--- src/rtl/wrs_pkg.sv ---
// ----------------------------------------------------------------------------
// wrs_pkg: shared types and constants for the water ripple stencil
// field widths, register indexes, reset values and the result queue item
// ----------------------------------------------------------------------------
package wrs_pkg;

    localparam int HEIGHT_BITS   = 16;
    localparam int COORD_BITS    = 8;
    localparam int GRID_CFG_BITS = 9;
    localparam int DAMP_BITS     = 16;
    localparam int DAMP_FRAC     = 16;
    localparam int MAX_SIZE_DEF  = 256;

    // result queue, in cells (each cell carries up to three results)
    localparam int QDEPTH    = 8;
    localparam int PEND_BITS = $clog2(QDEPTH + 1);

    // configuration port
    localparam int CFG_INDEX_BITS = 1;
    localparam int CFG_DATA_BITS  = 16;

    localparam logic [CFG_INDEX_BITS-1:0] REG_GRID_SIZE = 1'd0;
    localparam logic [CFG_INDEX_BITS-1:0] REG_DAMP      = 1'd1;

    localparam logic [GRID_CFG_BITS-1:0] GRID_RESET = 9'd256;
    localparam logic [DAMP_BITS-1:0]     DAMP_RESET = 16'd62415;

    typedef struct packed {
        logic                   last;
        logic [COORD_BITS-1:0]  y;
        logic [COORD_BITS-1:0]  x;
        logic [HEIGHT_BITS-1:0] h;
    } res_t;

    // one input cell's worth of results, r0 first on the output
    typedef struct packed {
        logic [1:0] cnt;
        res_t       r2;
        res_t       r1;
        res_t       r0;
    } q_item_t;

endpackage

--- src/rtl/wrs_out_queue.sv ---
// ----------------------------------------------------------------------------
// wrs_out_queue: result queue and serialiser
// holds one entry per cell and sends its one to three results a beat each
// ----------------------------------------------------------------------------
module wrs_out_queue
    import wrs_pkg::*;
(
    input  logic    aclk,
    input  logic    aresetn,
    input  logic    push,
    input  q_item_t push_item,
    output logic    out_valid,
    input  logic    out_ready,
    output res_t    out_res,
    output logic    item_done
);

    localparam int PTRW = $clog2(QDEPTH);
    localparam int CNTW = $clog2(QDEPTH + 1);

    q_item_t q_mem [QDEPTH];

    logic [PTRW-1:0] wr_ptr_reg;
    logic [PTRW-1:0] rd_ptr_reg;
    logic [CNTW-1:0] count_reg;
    logic [CNTW-1:0] count_next;
    logic [1:0]      sub_reg;
    logic [1:0]      sub_next;
    q_item_t         head;
    logic            beat;

    assign head      = q_mem[rd_ptr_reg];
    assign out_valid = (count_reg != '0);
    assign beat      = out_valid && out_ready;
    assign item_done = beat && ((sub_reg + 2'd1) == head.cnt);

    always_comb begin
        unique case (sub_reg)
            2'd0:    out_res = head.r0;
            2'd1:    out_res = head.r1;
            default: out_res = head.r2;
        endcase
    end

    always_comb begin
        if (item_done) begin
            sub_next = 2'd0;
        end else if (beat) begin
            sub_next = sub_reg + 2'd1;
        end else begin
            sub_next = sub_reg;
        end
    end

    always_comb begin
        unique case ({push, item_done})
            2'b10:   count_next = count_reg + CNTW'(1);
            2'b01:   count_next = count_reg - CNTW'(1);
            default: count_next = count_reg;
        endcase
    end

    always_ff @(posedge aclk) begin
        if (push) begin
            q_mem[wr_ptr_reg] <= push_item;
        end
    end

    always_ff @(posedge aclk) begin
        if (!aresetn) begin
            wr_ptr_reg <= '0;
            rd_ptr_reg <= '0;
            count_reg  <= '0;
            sub_reg    <= 2'd0;
        end else begin
            if (push) begin
                wr_ptr_reg <= wr_ptr_reg + PTRW'(1);
            end
            if (item_done) begin
                rd_ptr_reg <= rd_ptr_reg + PTRW'(1);
            end
            count_reg <= count_next;
            sub_reg   <= sub_next;
        end
    end

endmodule

--- config.mk ---
export PLATFORM = sky130hd
export DESIGN_NAME = wrs_out_queue
export DESIGN_NICKNAME = d
export VERILOG_FILES = /design/src/rtl/wrs_pkg.sv /design/src/rtl/wrs_out_queue.sv
export SDC_FILE = /design/constraint.sdc
export NUM_CORES = 1
export LEC_CHECK = 0
export BUFFER_PORTS_ARGS = -buffer_cell sky130_fd_sc_hd__buf_4
export CORE_AREA = 2 2 239 241
export CTS_BUF_LIST = sky130_fd_sc_hd__clkbuf_4 sky130_fd_sc_hd__clkbuf_8
export CTS_CLUSTER_SIZE = 40
export DETAILED_ROUTE_END_ITERATION = 6
export DIE_AREA = 0 0 241 243
export GPL_TIMING_DRIVEN = 0
export PLACE_DENSITY_LB_ADDON = 0.15
export RECOVER_POWER = 50
export SETUP_SLACK_MARGIN = 0.02
export SYNTH_ARGS = -nofsm -noshare
export SYNTH_HDL_FRONTEND = slang
export SYNTH_SLANG_ARGS = --single-unit
--- constraint.sdc ---
create_clock -name aclk -period 8.2 [get_ports aclk]
set_clock_uncertainty 0.05 [all_clocks]
set_input_delay 1.23 -clock aclk [delete_from_list [all_inputs] [get_ports aclk]]
set_output_delay 1.23 -clock aclk [all_outputs]
set_load 0.01 [all_outputs]
Word-level counts from Yosys, hierarchy flattened
Memory sizes are Yosys's and may differ from the RTL's. A register that Yosys moved wholly into a read port is not among the register bits.
Cells that the tools add are included.
{"block": "totals", "regBits": 12, "ram_bits": 808, "out_inout_bits": 35, "elab_cells": 27, "n_memories": 1}
{"memory": "q_mem", "words": 8, "width": 101, "rd": 1, "rd_ports_with_merged_regs": 1, "write_ports": 1, "line_no": "wrs_out_queue.sv:21", "text": "q_item_t q_mem [QDEPTH];"}
{"block": "op_classes", "add_sub_neg": 5, "n_eq_ne": 4, "n_mux": 6, "bitwise_logic": 1, "n_reduce_logical": 6}
{"cell": "$pmux W33 S2", "n": 1}
{"cell": "$pmux W4 S2", "n": 1}
{"cell": "$add A3 B1 Y3 const B", "n": 2}
{"cell": "$mux W3", "n": 2}
{"cell": "$add A4 B1 Y4 const B", "n": 1}
{"cell": "$eq A2 B1 Y1 const B", "n": 2}
{"cell": "$reduce_bool A4 Y1", "n": 1}
{"cell": "$sub A4 B1 Y4 const B", "n": 1}
{"cell": "$add A2 B1 Y2 const B", "n": 1}
{"cell": "$eq A2 B2 Y1", "n": 1}
{"cell": "$eq A2 B2 Y1 const B", "n": 1}
{"cell": "$logic_and A1 B1 Y1", "n": 2}
{"cell": "$logic_not A2 Y1", "n": 1}
{"cell": "$mux W1", "n": 2}
{"cell": "$reduce_bool A2 Y1", "n": 1}
{"cell": "$reduce_or A2 Y1", "n": 1}
{"cell": "$not A1 Y1", "n": 1}

Logic depth before layout (Yosys ltp)
{"block": "logic_depth", "word_depth": 5, "depth_mapped": 13, "depth_no_buf": 12}

Worst setup path after synthesis
No wires, ideal clock.
{"block": "synth_timing", "kind": "input -> register", "start": "input push", "end": "memory q_mem[0][0] in the netlist's numbering, enable pin", "arrival_ns": 8.155, "path_slack_ns": -0.689, "cell_stages": 2, "n_path_buf": 0, "cell_sequence": "nand2b_1 -> nor3_1"}
{"block": "synth_via", "elab_chain_len": 2}
{"element": "from (decl)", "line_no": "wrs_out_queue.sv:10", "text": "input logic push,"}
{"element": "$mux W1", "line_no": "wrs_out_queue.sv:64", "text": "if (push) begin"}
{"element": "$mux W1 (not written as such)", "line_no": "wrs_out_queue.sv:65", "text": "q_mem[wr_ptr_reg] <= push_item;"}
{"element": "to (decl)", "line_no": "wrs_out_queue.sv:21"}
Every way passes these cells.

==> results.py <==
metrics = {
    "sta": {
        "maxClockFrequency_mhz": 189,
        "final-setup-viol-count": 0,
        "slew_headroom": -0.169,
        "rsz0062_at_grt": "no",
        "period_needed_ns": 5.28,
        "whs_ns": 0.449,
        "setup_tns_ns": 0,
        "fin_crit_sh": 0.644,
        "worst_pin_slew_ns": 1.75,
        "slew_viol_final": 37,
        "hold_violations": 0,
    },
    "logic_synthesis": {
        "synth-adder-area-share": 0.00278,
        "ys_ff_latch": 823,
        "synth.area.mux_share": 0.181,
        "synth-xor-area-share": 0.00194,
        "synth_warnings": 0,
        "syn_area_sq_um": 31500,
        "ys_top_cells_by_area": "edfxtp_1 (77%), mux4_2 (14%), mux2_2 (2.4%), mux2i_1 (1.4%), a221o_1 (1.0%)",
        "yosysSeqAreaShare": 0.779,
        "synth_area_per_cell_sq_um": 23.6,
        "yosysUniqueCellTypes": 31,
        "synth_compound_area_frac": 0.0126,
        "synth_top_area_cell": "edfxtp_1",
        "synth_nets": 1451,
        "synthSimpleGateAreaFrac": 0.0109,
        "synth_top_family_by_area": "multiplexers",
        "synthCells": 1339,
        "synth.top_cell.area_share": 0.769,
    },
    "run_status": {
        "run_status": "complete, but fails checks",
        "violations": "capacitance limit, slew limit",
    },
    "die": {
        "start_util": 0.564,
        "die_h_microns": 243,
        "rows": 87,
        "die_area_sq_um": 58600,
        "core-area_sq_um": 56000,
        "die_w_microns": 241,
        "ios": 140,
    },
    "power_and_ir_drop": {
        "total_leakage_power_nw": 11.4,
        "switching_share": 0.230,
        "ir_drop_v": 0.000170,
        "p_sw_mw": 2.09,
        "clkPwrFrac": 0.368,
        "seqPwrFrac": 0.522,
        "internal_power_mw": 7.02,
        "pwr-share-comb": 0.110,
        "p_per_area_nw_per_um2": 249,
    },
    "setup_path": {
        "arrival_ns": 4.00,
        "crit_type": "register to primary output",
        "crit_fanout": 10,
        "critPathCaptureType": "primary output",
        "crit_slowest_cell": "clkbuf_1",
        "rr_worst_depth": 11,
        "ff2ff_setup_slack_ns": 4.54,
        "cp_slowest_stage_delay_ns": 0.83,
        "crit_path_frequent_cell": "buf_2",
        "worst-path-buf-inv": 4,
        "reg2reg_to": "count_reg[2]",
        "worstSetupStartpointType": "register",
        "cp.required_ns": 6.92,
        "cp_top_family": "buffers and inverters",
        "crit_path_cell_trace": "buf_2, clkbuf_1, buf_2, mux4_2, mux2i_1, nor3_1, a221o_1, buf_4",
    },
    "cts": {
        "clock_latency_ns": 0.76,
        "cts_resized": 0,
        "cts_hold_buf": 0,
        "cts_setup_buffers": 0,
        "root_buffer": "clkbuf_8",
        "cts_tree": "done",
        "clkTransAtPathRegs_ns": 0.06,
        "cts.sinks": 823,
        "clock_path_buffers": 3,
        "htree_levels": 4,
        "cts_buffers": 135,
    },
    "layout": {
        "final_cell_mix": "edfxtp_1 (808), mux4_2 (201), clkbuf_8 (143), clkbuf_1 (138), mux2_2 (66)",
        "fin_cells": 2506,
        "drive_gt1_frac": 0.335,
        "largest_reg_flops": 808,
        "syn_to_final_growth_pct": 16.2,
        "layout_commonest_cell": "edfxtp_1",
        "final_nets": 1769,
        "fillers": 3781,
        "final_util": 0.655,
    },
    "worst_hold_path": {
        "hold_path_class": "register to register",
        "hold_path_depth": 2,
        "hp-start": "rd_ptr_reg[1]",
        "min_delay_worst_endpoint": "rd_ptr_reg[1]",
    },
    "drt": {
        "wl_per_cell_microns": 27.7,
        "drt-total-wl_microns": 69500,
        "via_per_inst": 6.00,
        "drt_iter0_drc": 1466,
        "first_pass_iters": 5,
        "drc": 0,
        "dr_total_vias": 15036,
        "ant_nets": 0,
    },
    "placed_design": {
        "dp_cells": 2276,
        "io_buffers": 139,
        "routabilityCongestion": 0.709,
        "post-dp-hpwl_microns": 44200,
    },
    "grt": {
        "grt_pass1_wl_microns": 102000,
        "grt_max_degree": 26,
        "grtUsageTotal": 0.247,
        "grt_pass1_vias": 15682,
        "antenna_found_initial": 11,
        "gr-total-overflow": 0,
    },
    "run": {
        "maxCapViolCount": 3,
    },
}
-- synth_stat cells --
library cell  number
edfxtp_1         808
mux4_2           201
mux2_2            66
mux2i_1           44
nor3_1            36
clkbuf_1          35
a221o_1           33
buf_2             23
dfxtp_1           15
nor2_1            15
buf_6              7
ha_1               7
nand2_1            7
a21oi_1            6
buf_1              4
inv_1              4
nand2b_1           4
o21ai_0            4
xor2_1             4
xnor2_1            3
buf_4              2
or4_1              2
and3_1             1
and3b_1            1
clkinv_1           1
nand3b_1           1
nor2b_1            1
nor3b_1            1
o31ai_1            1
o41ai_1            1
or3_1              1
-- per-layer routing --
layer	GRT usage	vias to the layer above	routed length (microns)
li1	-	6386	-
met1	0.347	7958	28400
met2	0.383	579	34100
met3	0.0709	97	5630
met4	0.0737	16	1200
met5	0	-	103
-- how the worst max path moves through the flow --
| stage | endpoint | startpoint | cells after the start |
|---|---|---|---|
| after floorplan | q_mem[1][0] | push | 2 |
| after global placement | q_mem[1][92] | push | 3 |
| after detailed placement | out_res[24] | register | 8 |
| after CTS | out_res[24] | register | 8 |
| after global routing | out_res[24] | register | 8 |
| final | out_res[24] | register | 8 |
-- per-stage QoR --
stage	setup WS [ns]	instance area [sq um]	power [mW]
floorplan	2.02	31500	5.42
global placement	-2.59	33500	5.85
detailed placement	3.63	34600	5.88
CTS	2.78	37100	9.22
global route	2.71	36600	9.44
finish	2.92	36700	9.11
-- power by group through the flow --
| stage | combinational, mW | sequential, mW | clock, mW |
|---|---|---|---|
| 3_5_place_dp | 1.03 | 4.85 | 0 |
| 4_1_cts | 1.04 | 4.76 | 3.42 |
| 3_3_place_gp | 0.973 | 4.87 | 0 |
| 6_report | 0.998 | 4.76 | 3.35 |
| 2_1_floorplan | 0.566 | 4.86 | 0 |
| 5_1_grt | 1.06 | 4.77 | 3.61 |
-- tightest hold or removal path, delay by kind of cell, from the launching register on --
| family | cells | cell delay (ns) |
|---|---|---|
| flops | 1 | 0.31 |
| mux | 1 | 0.07 |
| simple gates | 1 | 0.05 |
-- cell families (layout without fill, tap and decap cells) --
| group | Yosys count | after routing |
|---|---|---|
| buffers and inverters | 76 | 483 |
| muxes | 311 | 311 |
| xor gates and xnor gates | 7 | 7 |
| and+or+nand+nor | 70 | 70 |
| DFF | 823 | 823 |
| adders and majority gates | 7 | 7 |
| other | 0 | 4 |
| AOI/OAI and AO/OA | 45 | 45 |
-- layout make-up --
type	count	area, sq um	share of cell area
sequential	823	24600	0.670
multi-input combinational	440	6640	0.181
clock buffer	181	2250	0.0615
timing repair buffer	181	1620	0.0441
tap	756	946	0.0258
buffer	71	355	0.00969
clock inverter	45	253	0.00689
inverter	5	18.8	0.000512
antenna	4	10.0	0.000273
Power figures use the tool's default switching activity.
