<file path="config.mk">
export PLATFORM = sky130hd
export DESIGN_NAME = wrs_lane
export DESIGN_NICKNAME = d
export VERILOG_FILES = /design/src/rtl/wrs_pkg.sv /design/src/rtl/wrs_lane.sv
export SDC_FILE = /design/constraint.sdc
export NUM_CORES = 1
export LEC_CHECK = 0
export BUFFER_PORTS_ARGS = -buffer_cell sky130_fd_sc_hd__buf_4
export CAP_MARGIN = 20
export CORE_MARGIN = 8
export CORE_UTILIZATION = 58
export DETAILED_ROUTE_END_ITERATION = 10
export PLACE_DENSITY = 0.8
export SLEW_MARGIN = 20
export SYNTH_ARGS = -nofsm -noshare
export SYNTH_HDL_FRONTEND = slang
export SYNTH_SLANG_ARGS = --single-unit
</file>
<file path="constraint.sdc">
create_clock -name aclk -period 6.7 [get_ports aclk]
set_input_delay 1.005 -clock aclk [delete_from_list [all_inputs] [get_ports aclk]]
set_output_delay 1.005 -clock aclk [all_outputs]
set_load 0.05 [all_outputs]
</file>
<file path="src/rtl/wrs_pkg.sv">
// ----------------------------------------------------------------------------
// wrs_pkg: shared types and constants for the water ripple stencil
// field widths, register indexes, reset values and the result queue item
// ----------------------------------------------------------------------------
package wrs_pkg;

    localparam int HEIGHT_BITS   = 16;
    localparam int COORD_BITS    = 8;
    localparam int GRID_CFG_BITS = 9;
    localparam int DAMP_BITS     = 16;
    localparam int DAMP_FRAC     = 16;
    localparam int MAX_SIZE_DEF  = 256;

    // result queue, in cells (each cell carries up to three results)
    localparam int QDEPTH    = 8;
    localparam int PEND_BITS = $clog2(QDEPTH + 1);

    // configuration port
    localparam int CFG_INDEX_BITS = 1;
    localparam int CFG_DATA_BITS  = 16;

    localparam logic [CFG_INDEX_BITS-1:0] REG_GRID_SIZE = 1'd0;
    localparam logic [CFG_INDEX_BITS-1:0] REG_DAMP      = 1'd1;

    localparam logic [GRID_CFG_BITS-1:0] GRID_RESET = 9'd256;
    localparam logic [DAMP_BITS-1:0]     DAMP_RESET = 16'd62415;

    typedef struct packed {
        logic                   last;
        logic [COORD_BITS-1:0]  y;
        logic [COORD_BITS-1:0]  x;
        logic [HEIGHT_BITS-1:0] h;
    } res_t;

    // one input cell's worth of results, r0 first on the output
    typedef struct packed {
        logic [1:0] cnt;
        res_t       r2;
        res_t       r1;
        res_t       r0;
    } q_item_t;

endpackage

</file>
<file path="src/rtl/wrs_lane.sv">
// ----------------------------------------------------------------------------
// wrs_lane: one cell update
// halve the neighbour sum, subtract current height, damp, round to zero, clip
// ----------------------------------------------------------------------------
module wrs_lane
    import wrs_pkg::*;
(
    input  logic                          aclk,
    input  logic signed [HEIGHT_BITS-1:0] left,
    input  logic signed [HEIGHT_BITS-1:0] right,
    input  logic signed [HEIGHT_BITS-1:0] up,
    input  logic signed [HEIGHT_BITS-1:0] down,
    input  logic signed [HEIGHT_BITS-1:0] cur,
    input  logic        [DAMP_BITS-1:0]   damp,
    output logic        [HEIGHT_BITS-1:0] new_h
);

    localparam int SW = HEIGHT_BITS + 2;
    localparam int PW = SW + DAMP_BITS + 1;
    localparam int QW = PW - DAMP_FRAC;

    localparam logic signed [QW-1:0] Q_HI = QW'((2 ** (HEIGHT_BITS - 1)) - 1);
    localparam logic signed [QW-1:0] Q_LO = ~Q_HI;
    localparam logic signed [PW-1:0] RND  = PW'((2 ** DAMP_FRAC) - 1);

    logic signed [SW-1:0]        sum;
    logic signed [SW-1:0]        sum_adj;
    logic signed [SW-1:0]        half;
    logic signed [SW-1:0]        v_next;
    logic signed [SW-1:0]        v_reg;
    logic signed [DAMP_BITS:0]   damp_s;
    logic signed [PW-1:0]        p_next;
    logic signed [PW-1:0]        p_reg;
    logic signed [PW-1:0]        bias;
    logic signed [PW-1:0]        p_adj;
    logic signed [QW-1:0]        q;

    // stage one: sum, halve towards zero, subtract
    assign sum     = SW'(left) + SW'(right) + SW'(up) + SW'(down);
    assign sum_adj = sum + $signed({{(SW-1){1'b0}}, sum[SW-1]});
    assign half    = sum_adj >>> 1;
    assign v_next  = half - SW'(cur);

    // stage two: damping multiply
    assign damp_s = $signed({1'b0, damp});
    assign p_next = v_reg * damp_s;

    always_ff @(posedge aclk) begin
        v_reg <= v_next;
        p_reg <= p_next;
    end

    // stage three: drop the fraction towards zero, clip
    always_comb begin
        if (p_reg[PW-1]) begin
            bias = RND;
        end else begin
            bias = '0;
        end
    end

    assign p_adj = p_reg + bias;
    assign q     = QW'(p_adj >>> DAMP_FRAC);

    always_comb begin
        if (q > Q_HI) begin
            new_h = Q_HI[HEIGHT_BITS-1:0];
        end else if (q < Q_LO) begin
            new_h = Q_LO[HEIGHT_BITS-1:0];
        end else begin
            new_h = q[HEIGHT_BITS-1:0];
        end
    end

endmodule

</file>
======== Word-level counts from Yosys, hierarchy flattened ========
Index checks and enable logic that the tools add are counted.
storage, ports and cells
  bits in registers ....................... 53
  input bits .............................. 97
  logic and storage cells ................. 14
cells by class
  $add $sub $neg .......................... 6
  $mul .................................... 1
  order comparisons ....................... 2
  muxes and demuxes ....................... 3
operators with widths
  kind                                                                            count
  16-bit 2-to-1 mux                                                               3
  35-bit adder                                                                    1
  18-bit by 17-bit multiplier with 35-bit output                                  1
  19-bit by 16-bit > comparator with 1-bit output, second input constant          1
  19-bit by 16-bit less-than comparator with 1-bit output, second input constant  1
  17-bit by 16-bit adder with 18-bit output                                       1
  18-bit by 16-bit adder with 18-bit output                                       1
  18-bit by 2-bit adder with 18-bit output                                        1
  17-bit by 16-bit subtractor with 18-bit output                                  1
  16-bit by 16-bit adder with 17-bit output                                       1

======== Logic depth before layout (Yosys ltp) ========
Gate-level depths: netlist of the first run.
  word-level depth ........................ 5
  mapped depth ............................ 28
  depth with buffers taken out ............ 28

======== Worst setup path before layout of the first run ========
Ideal clock, no wire load.
  kind .................................... in2reg
  start point ............................. in damp[5]
  end point ............................... reg p_reg[33]
  setup time .............................. 0.072 ns
  data arrival time ....................... 6.648 ns
  data required time ...................... 6.628 ns
  path slack .............................. -0.020 ns
  stages .................................. 20
  path through ............................ clkbuf_1 > nand2_1 > fa_1 > inv_1 > fa_1 > inv_1 > fa_1 > fa_1 > fa_1 > fa_1 > inv_1 > ha_1 > inv_1 > o21ai_0 > a21o_1 > or3_1 > o211ai_1 > or3b_1 > a21oi_2 > xnor2_1
between the ends
  longest elaborated chain between the ends .. 1
RTL lines
  element                                         RTL line        source
  from (decl)                                     wrs_lane.sv:14  input logic [DAMP_BITS-1:0] damp,
  18-bit by 17-bit multiplier with 35-bit output  wrs_lane.sv:46  assign p_next = v_reg * damp_s;
  named net p_next[33]                            wrs_lane.sv:32  logic signed [PW-1:0] p_next;
  to (signal assigned)                            wrs_lane.sv:50  p_reg <= p_next;
  to (decl)                                       wrs_lane.sv:33  logic signed [PW-1:0] p_reg;
The timed path passes the listed nets, and every way through them passes these cells.

======== Worst setup path after layout of the first run ========
  start point ............................. in damp[4]
  end point ............................... reg p_reg[33]
Same word-level chain as after synthesis.

==> flow_metrics.env, run 1 <==
export IMPL_status="complete, no violations"
export IMPL_syn_area_per_cell_sq_um=8.720
export IMPL_insertion_delay_ps=320
export IMPL_routed_wl_um=36360
export IMPL_critPathMaxFanout=15
export IMPL_drv_cap=0
export IMPL_placed_cell_area_sq_um=17740
export IMPL_synth_top_area_cell="fa_1"
export IMPL_mostFrequentLayoutCell="inv_1"
export IMPL_grt_first_pass_wirelength_um=62690
export IMPL_n_fill_cell=2098
export IMPL_synthAdderAreaFrac_pct=52.44
export IMPL_r2r_cells=21
export IMPL_start_util_pct=58.79
export IMPL_synth_area_top_cells="fa_1 (41%), inv_1 (12%), ha_1 (11%)"
export IMPL_vias=12380
export IMPL_fin_crit_sh_pct=96.98
export IMPL_whs_path_depth=2
export IMPL_io_buffers=112
export IMPL_slew_viol_final=0
export IMPL_diodes=0
export IMPL_ioPinCount=113
export IMPL_synth_main_ff_cell="dfxtp_1"
export IMPL_drt_iter0_drc=608
export IMPL_synth_async_sr_flop_share_pct=0
export IMPL_period_minus_slack_ps=6498
export IMPL_drc_errors=0
export IMPL_netlist_instances=1812
export IMPL_synth_top_family_by_area="adder cells"
export IMPL_core_area_sq_um=26880
export IMPL_grt_max_degree=22
export IMPL_setup_worst_path_start_class="input port"
export IMPL_netlist_area_leader_share_pct=41.43
export IMPL_skew_ps=11.07
export IMPL_cts_made_buffers=5
export IMPL_final_cell_mix="inv_1 (511), fa_1 (325), buf_4 (221)"
export IMPL_yosysWarnings=0
export IMPL_synth_simple_area_share_pct=14.68
export IMPL_synth_xor_xnor_area_share_pct=5.100
export IMPL_worstMarginPinSlew_ps=786.5
export IMPL_cts_sinks=53
export IMPL_avgViaCountPerCell=5.289
export IMPL_syn_area_sq_um=15800
export IMPL_setup_violations_final=0
export IMPL_die_w_um=181.1
export IMPL_place_congestion=0.9078
export IMPL_critPathKind="input port to flop"
export IMPL_ys_seq_area_share_pct=6.715
export IMPL_cts_tree="done"
export IMPL_postRouteAntennaNets=0
export IMPL_grt_usage_pct=23.26
export IMPL_hold_buffers=0
export IMPL_die_area_sq_um=32780
export IMPL_ys_seq_elements=53
export IMPL_yosysUniqueCellTypes=70
export IMPL_rrSetupSlack_ps=320
export IMPL_syn_nets=2375
export IMPL_largest_reg_flops=35
export IMPL_cp_end_kind="flop"
export IMPL_layout_nets=2561
export IMPL_clockBufferDepth=2
export IMPL_cp_arrival_ps=6740
export IMPL_hp_class="flop to flop"
export IMPL_grt_pass1_vias=13950
export IMPL_antenna_found_initial=0
export IMPL_chipHeight_um=181.1
export IMPL_hold_viol_final=0
export IMPL_drive_gt1_share_pct=14.46
export IMPL_grt_overflow=0
export IMPL_drtPass1Iterations=5
export IMPL_cts_htree_levels=2
export IMPL_critPathRequiredTime_ps=6950
export IMPL_final_area_sq_um=18040
export IMPL_cts_root_buffer="clkbuf_16"
export IMPL_hpwlAfterDp_um=31620
export IMPL_synth_edf_count=0
export IMPL_max_slew_margin_pct=47.49
export IMPL_wl_per_cell_um=15.54
export IMPL_yosys_mux_area_fraction_pct=0.2534
export IMPL_synth_compound_area_share_pct=7.380
export IMPL_fmaxAchievable_ghz=0.1539
export IMPL_syn2layout_area_growth_pct=14.15
export IMPL_clk_pin_slew_ps=80
export IMPL_rows=60
==> routing by layer <==
metal / track usage [%] / vias up / wire length, um
met1: 25.64 / 6158 / 13560
met2: 44.06 / 363 / 19460
met5: 0 / - / 0
li1: - / 5748 / -
met4: 10.92 / 0 / 1626
met3: 2.568 / 108 / 1714
==> synth_stat cells (4+ instances only) <==
cell / number
or3_1: 7
o21bai_1: 5
nand2b_1: 11
dfxtp_1: 53
o21a_1: 9
and3_1: 10
o21ai_0: 24
nand4_1: 8
nand2_1: 215
inv_1: 512
nor2b_1: 7
a31oi_1: 4
a21oi_1: 36
nand3b_1: 4
and2_1: 112
fa_1: 327
nand3_1: 21
a21o_1: 25
clkbuf_1: 46
xor2_1: 32
o21ai_2: 10
ha_1: 139
mux2i_1: 4
xnor2_1: 60
nor2_1: 42
o211ai_1: 4
nor3_1: 19
o21ai_1: 5
==> through the flow <==
stage | setup TNS (ps) | utilization [%] | setup slack, ps | cells | hold WS [ps]
3_5_place_dp | -2012 | 66.00 | -447.6 | 2330 | 811.1
4_1_cts | 0 | 66.56 | 36.51 | 2338 | 831.2
6_report | 0 | 67.11 | 202.3 | 2340 | 854.8
2_1_floorplan | 0 | - | 55.67 | 1812 | 627.9
3_3_place_gp | -658.9 | 66.00 | -259.3 | 2330 | 807.3
5_1_grt | -24.48 | 67.11 | -14.33 | 2340 | 865.0
==> kinds of logic after synthesis <==
logic type / after synthesis
xor gates and xnor gates: 92
muxes: 4
AOI/OAI and AO/OA: 162
buffers and inverters: 561
and+or+nand+nor: 474
DFF: 53
adders and majority gates: 466
==> worst max-delay path, stage by stage <==
cell and delay [ps]:
buf_8 140, and2_4 150, fa_1 550, inv_2 50, fa_1 520, inv_1 40
ha_2 160, fa_1 480, inv_1 60, fa_1 530, inv_1 50, fa_1 490
ha_2 220, or3_4 370, or3_4 410, a2111oi_4 400, o31ai_4 140, buf_4 160
o211ai_1 170, or3b_4 400, a21oi_2 130, xnor2_1 120
==> final timing paths <==
| kind | start | end |
|---|---|---|
| setup / recovery | damp[4] | p_reg[33] |
| hold / removal | v_reg[0] | p_reg[0] |
| hold reg to reg | v_reg[0] | p_reg[0] |
| setup reg to reg | v_reg[5] | p_reg[33] |
==> area by class of cell <==
| class | instances | area, sq um | share of cell area [%] |
|---|---|---|---|
| tap | 341 | 426.7 | 2.366 |
| sequential | 53 | 1061 | 5.883 |
| multi-input combinational | 1198 | 12730 | 70.56 |
| inverter | 512 | 1922 | 10.66 |
| clock buffer | 5 | 125.1 | 0.6937 |
| timing repair buffer | 228 | 1750 | 9.705 |
| clock inverter | 3 | 25.02 | 0.1387 |
==> repair_timing <==
| item | 4_1_cts | 5_1_grt |
|---|---|---|
| pin swaps | 1 | 16 |
| gates resized for setup | 3 | 42 |
| setup endpoints to repair | 3 | 14 |
| setup buffers | 0 | 2 |
Power of run 1 is not shown: default switching activity piles up to over one toggle a cycle in this logic, so the estimate is an artifact.
==> run 2, diff against run 1 <==
- PLACE_DENSITY: 0.8 -> 0.81
==> flow_metrics.env, run 2 (same netlist as run 1, synthesis figures left out) <==
export IMPL_cts_made_buffers=5
export IMPL_routed_wl_um=37030
export IMPL_mostFrequentLayoutCell="inv_1"
export IMPL_cts_tree="done"
export IMPL_highest_layer="met4"
export IMPL_grt_first_pass_wirelength_um=63000
export IMPL_path_cells="buf_6 > and2_4 > fa_1 > inv_1 > fa_1 > inv_1 > ha_1 > fa_1 > inv_1 > fa_1 > inv_1 > fa_1 > ha_2 > or3_1 > or3_4 > a2111oi_4 > o31ai_4 > buf_4 > o211ai_1 > or3b_1 > a21oi_2 > xnor2_1"
export IMPL_wl_met2_um=19740
export IMPL_place_congestion=0.9098
export IMPL_fin_crit_sh_pct=96.83
export IMPL_start_util_pct=58.79
export IMPL_slew_viol_final=0
export IMPL_rr_endpoint="p_reg[29]"
export IMPL_grt_overflow=0
export IMPL_largest_reg_flops=35
export IMPL_insertion_delay_ps=320
export IMPL_hold_path_end="p_reg[0]"
export IMPL_drv_cap=0
export IMPL_critPathMaxFanout=11
export IMPL_path_delay_family="adder cells"
export IMPL_die_w_um=181.1
export IMPL_grt_pass1_vias=13780
export IMPL_fmaxAchievable_ghz=0.1541
export IMPL_whs_path_depth=2
export IMPL_hold_buffers=0
export IMPL_status="complete, no violations"
export IMPL_worstMarginPinSlew_ps=791.2
export IMPL_rrSetupSlack_ps=290
export IMPL_rows=60
export IMPL_avgViaCountPerCell=5.309
export IMPL_drive_gt1_share_pct=14.24
export IMPL_diodes=0
export IMPL_drt_iter0_drc=729
export IMPL_ff_latch_area_sq_um=1061
export IMPL_final_cell_mix="inv_1 (511), fa_1 (325), buf_4 (217)"
export IMPL_grt_usage_pct=23.31
export IMPL_r2r_start="v_reg[5]"
export IMPL_whs_ps=891.5
export IMPL_core_area_sq_um=26880
export IMPL_n_fill_cell=2063
export IMPL_syn2layout_area_growth_pct=14.25
export IMPL_grt_max_degree=22
export IMPL_crit_slowest_cell="fa_1"
export IMPL_max_slew_margin_pct=47.18
export IMPL_chipHeight_um=181.1
export IMPL_drc_errors=0
export IMPL_period_minus_slack_ps=6488
export IMPL_cp_arrival_ps=6730
export IMPL_setup_worst_path_start_class="input port"
export IMPL_postRouteAntennaNets=0
export IMPL_path_buf_inv=6
export IMPL_cts_sinks=53
export IMPL_skew_ps=13.97
export IMPL_clk_pin_slew_ps=80
export IMPL_wl_met1_um=13950
export IMPL_worstSetupStartpoint="damp[2]"
export IMPL_slowest_delay_ps=540
export IMPL_ioPinCount=113
export IMPL_layout_nets=2556
export IMPL_cts_root_buffer="clkbuf_16"
export IMPL_finalSetupTns_ps=0
export IMPL_wl_per_cell_um=15.86
export IMPL_cp_end_kind="flop"
export IMPL_io_buffers=112
export IMPL_clockBufferDepth=2
export IMPL_setup_violations_final=0
export IMPL_critPathRequiredTime_ps=6940
export IMPL_multi_input_area_sq_um=12780
export IMPL_hp_class="flop to flop"
export IMPL_crit_top_cell="fa_1"
export IMPL_hpwlAfterDp_um=31850
export IMPL_r2r_cells=25
export IMPL_drtPass1Iterations=6
export IMPL_min_delay_start="v_reg[0]"
export IMPL_cts_htree_levels=2
export IMPL_critPathKind="input port to flop"
export IMPL_wl_met3_um=1813
export IMPL_vias=12400
export IMPL_hold_viol_final=0
export IMPL_die_area_sq_um=32780
export IMPL_antenna_found_initial=0
## run 2: routing by layer
metal / vias to the layer above / track usage [%]
met5: - / 0
met4: 0 / 10.50
li1: 5740 / -
met1: 6170 / 25.90
met2: 369 / 43.68
met3: 117 / 3.129
## run 2: how the worst max path moves through the flow
stage | cells past startpoint | to
after floorplan | 20 | p_reg[33]
after global placement | 22 | p_reg[33]
after detailed placement | 28 | v_reg[17]
after CTS | 25 | p_reg[33]
after global routing | 29 | v_reg[17]
final | 22 | p_reg[33]
## run 2: final cells by class
| type | count | share of cell area [%] |
|---|---|---|
| Inverter | 512 | 10.65 |
| Clock inverter | 3 | 0.1456 |
| Tap cell | 341 | 2.363 |
| Sequential cell | 53 | 5.877 |
| Timing Repair Buffer | 223 | 9.495 |
| Multi-Input combinational cell | 1198 | 70.78 |
| Clock buffer | 5 | 0.6931 |
## run 2: what timing repair did
item                                    4_1_cts  5_1_grt
gates resized for setup                       4       41
setup buffers                                 0        4
endpoints found under the setup margin        4       14
pin swaps                                     1       21
## run 2: worst reg2reg max path, stage by stage (launching register included)
cell     delay (ps)
dfxtp_1         770
nand2_1         180
fa_1            560
inv_1            60
fa_1            430
inv_1           100
fa_1            410
inv_1           100
fa_1            450
fa_1            500
inv_1            50
fa_1            470
inv_1            60
ha_4            270
buf_4           130
o21a_1          140
o21ai_1          70
a21oi_1         170
o32ai_2         100
buf_4           150
o31ai_4         370
o21ai_1         130
and2b_1         190
o21ai_1         150
buf_4           140
xor2_2          160
## run 2: through the flow
step	util [%]	area, sq um	setup WS, ps	cells
2_1_floorplan	-	15800	55.67	1812
3_3_place_gp	65.85	17700	-168.6	2323
3_5_place_dp	65.85	17700	-380.2	2323
4_1_cts	66.47	17860	25.33	2331
5_1_grt	67.17	18050	-51.71	2335
6_report	67.17	18050	212.2	2335
Power of run 2 is left out for the same reason.
